$ cat src/rtl/tcp_ram.sv
`timescale 1ns / 1ps
`default_nettype none
// ----------------------------------------------------------------------------
// tcp_ram
// Single-port synchronous RAM with registered read data.
// ----------------------------------------------------------------------------
module tcp_ram #(
  parameter int unsigned WIDTH = 8,
  parameter int unsigned DEPTH = 256
) (
  input  wire logic                     clk_i,
  input  wire logic                     we_i,
  input  wire logic [$clog2(DEPTH)-1:0] addr_i,
  input  wire logic [WIDTH-1:0]         wdata_i,
  output logic      [WIDTH-1:0]         rdata_o
);

  logic [WIDTH-1:0] mem_q [DEPTH];

  always_ff @(posedge clk_i) begin
    if (we_i) begin
      mem_q[addr_i] <= wdata_i;
    end
    rdata_o <= mem_q[addr_i];
  end

endmodule
`default_nettype wire

$ cat config.mk
export PLATFORM = sky130hd
export DESIGN_NAME = tcp_ram
export DESIGN_NICKNAME = d
export VERILOG_FILES = /design/src/rtl/tcp_ram.sv
export SDC_FILE = /design/constraint.sdc
export NUM_CORES = 2
export LEC_CHECK = 0
export BUFFER_PORTS_ARGS = -buffer_cell sky130_fd_sc_hd__buf_2
export CAP_MARGIN = 20
export CORE_UTILIZATION = 40
export CTS_CLUSTER_SIZE = 28
export DETAILED_ROUTE_END_ITERATION = 10
export SLEW_MARGIN = 10
export SYNTH_ARGS = -nofsm -noshare
export SYNTH_HDL_FRONTEND = slang
export SYNTH_SLANG_ARGS = --single-unit
$ cat constraint.sdc
create_clock -name clk_i -period 4 [get_ports clk_i]
set_clock_uncertainty 0.1 [all_clocks]
set_input_delay 0.2 -clock clk_i [delete_from_list [all_inputs] [get_ports clk_i]]
set_output_delay 0.2 -clock clk_i [all_outputs]
set_load 0.03 [all_outputs]
==> reports/results.txt <==
CP arrival = 3.62 ns
final core occ = 46.61%
proportion of layout cells with a drive suffix above 1 = 29.46%
Design Area, Final = 90890 um^2
Multi-input gate area = 15770 um^2
die height = 445.0 um
# nets final = 3934
initial drt markers = 4516
Hold Path Origin = addr_i[7]
Mapped Cells = 3547
Hold Path Class = in -> reg
die width = 445.0 um
grt ovf = 0
worst slew pin tran = 1.131 ns
r2r endpoint = rdata_o[6]
I/O Buffers = 25
sequential share of the synthesized area = 78.55%
Final Hold Fails = 0
Setup WS post-layout = 0.9819 ns
core area = 195000 um^2
TritonRoute pass-1 iters = 5
die area = 198000 um^2
clock buffer depth = 3
syn nets = 3565
static leakage = 28.04 nW
root buffer cell = clkbuf_16
number of max-cap violations = 0
sw power = 9.656 mW
Synth top area share = 78.35%
Post-Route WL = 198000 um
Power Dens Cells = 494.4 nW/um^2
# IOs = 26
DRC = 0
WHS Path Cells = 5
Reg power frac = 52.9%
period utilization = 75.45%
CTS sink cnt = 2056
Comb pwr share = 4.7%
Synth Area per Inst = 22.13 um^2
r2r setup slk = 0.99 ns
Post-DP Area = 84070 um^2
number of global-route vias before repair = 38920
clock share of power = 42.4%
CTS H-tree depth = 4
gr usage total = 19.97%
Final Critical Period = 3.018 ns
Starting Density = 40.25%
Setup WS pre-CTS = 0.1440 ns
GPL Wtd Cong = 0.8412
Setup crit end kind = register
Worst Path Max Fanout = 50
worst vdd ir = 443.5 uV
leading post-synthesis cells by cell area = edfxtp_1, mux4_2, a22oi_1
Worst EP required = 4.60 ns
status = completed
clk_lat worst skew = 0.86 ns
area added between synthesis and finish = 15.79%
Max Clk Rate = 0.3313 GHz
worst rel slew slack = 23.61%
Setup-failing EPs final = 0
total negative setup slack = 0 ns
Int Power = 35.28 mW
CTS tree = yes
crit path launch type = primary input
initial antenna violation count = 8
sw frac = 21.49%
post-route ant nets = 0
Worst R2R Start = mem_q[11][6]
vias per inst = 5.732
kind of critical path = in -> reg
Netlist cell types = 22
CTS buffer count = 206
vias after detailed routing = 38540
cells on worst reg2reg path = 6
RSZ-0062 raised after global routing = false
Clock Pin Slew Worst Setup and Hold Paths = 0.06 ns
Worst Hold End = rdata_o[5]
Register Area = 61660 um^2
global-route wire length before repair = 284600 um
Seq cells post-synth = 2056
hold_ws = 0.05125 ns
wire per inst = 29.45 um
dpl hpwl = 121200 um
largest net degree at the start of global routing = 142
cell area after synthesis = 78490 um^2
Core Rows = 162
cell taking the most area after synthesis = edfxtp_1
Max Slew Vio Count = 0
Filler cells = 16110
Synth warnings = 0
## flip-flops by register name (all words and copies together) (netlist names)
name     flops
mem_q     2048
rdata_o      8
## worst max-delay path, stage by stage
cell     delay, ns
buf_8         0.52
buf_12        0.26
buf_12        0.21
mux4_2        0.56
a22oi_1       0.25
a21oi_1       0.15
o41ai_1       1.03
buf_4         0.28
nand4_1       0.09
## layer usage
metal	up-vias	track usage, %	wire length (um)
li1	15850	-	-
met4	2	5.815	5215
met3	290	4.461	16490
met1	20770	28.03	81830
met2	1627	31.35	94490
met5	-	0	13
## final cells by class
class	instances	area share [%]
clock inverter	133	1.406
clock buffer	253	5.966
sequential	2056	67.84
tap	2624	3.612
multi-input combinational	1258	17.35
antenna	6	0.01652
timing repair buffer	393	3.802
inverter	1	0.004130
## repair_timing
item / in CTS / in global routing
hold endpoints to repair: 837 / 0
resized for setup: 0 / 0
hold buffers: 10 / 0
buffers inserted: 0 / 0
## through the flow
stage / std cells / total power, mW
floorplan: 3547 / 25.30
global placement: 6320 / 26.34
detailed placement: 6322 / 26.37
CTS: 6718 / 45.25
global route: 6719 / 46.16
finish: 6724 / 44.94
## layout by cell type, fill, tap and decap left out, types with 32 or more instances in the layout
cell,instances
clkinv_2,42
mux4_2,512
nor2_1,231
o41ai_1,32
edfxtp_1,2048
a21oi_1,128
clkbuf_16,207
clkbuf_1,39
a22oi_1,256
clkinv_1,45
buf_4,322
buf_12,34
## worst max path at each step
stage                 start             to  slack [ns]  cells after the start
5_1_grt           addr_i[0]     rdata_o[6]        0.92                      9
2_1_floorplan     addr_i[1]  mem_q[111][0]        1.48                      9
3_3_place_gp      addr_i[0]     rdata_o[7]       -0.06                      8
4_1_cts        mem_q[98][2]     rdata_o[2]        0.95                      6
6_report          addr_i[0]     rdata_o[6]        0.98                      9
3_5_place_dp      addr_i[0]     rdata_o[2]        0.14                      8
## synth_stat cells
master / instances
a21oi_1: 128
a22oi_1: 256
and2_1: 3
buf_1: 19
buf_2: 36
buf_4: 16
buf_6: 16
clkbuf_1: 145
dfxtp_1: 8
edfxtp_1: 2048
inv_1: 1
mux4_2: 512
nand2_1: 28
nand2b_1: 6
nand3_1: 13
nand4_1: 8
nor2_1: 232
nor2b_1: 7
nor3_1: 30
o41ai_1: 32
or2_2: 2
or3_1: 1
## cells by family (layout without fill, tap and decap cells)
logic type      count (synthesis)  after routing  share of synthesized area (%)
buf+inv                       233            780                          1.401
other cells                     0              6                              0
simple gates                  330            330                          1.733
flops                        2056           2056                          78.55
compound gates                416            416                          3.622
mux                           512            512                          14.69
## power groups by stage
stage | Sequential, mW | Clock [mW] | Combinational, mW
after global placement | 24.2 | 0 | 2.10
final | 23.8 | 19.0 | 2.11
after floorplan | 24.2 | 0 | 1.06
after global routing | 23.8 | 20.2 | 2.22
after CTS | 23.8 | 19.3 | 2.13
after detailed placement | 24.3 | 0 | 2.12
Note: power is estimated with default switching activity, not from simulation.
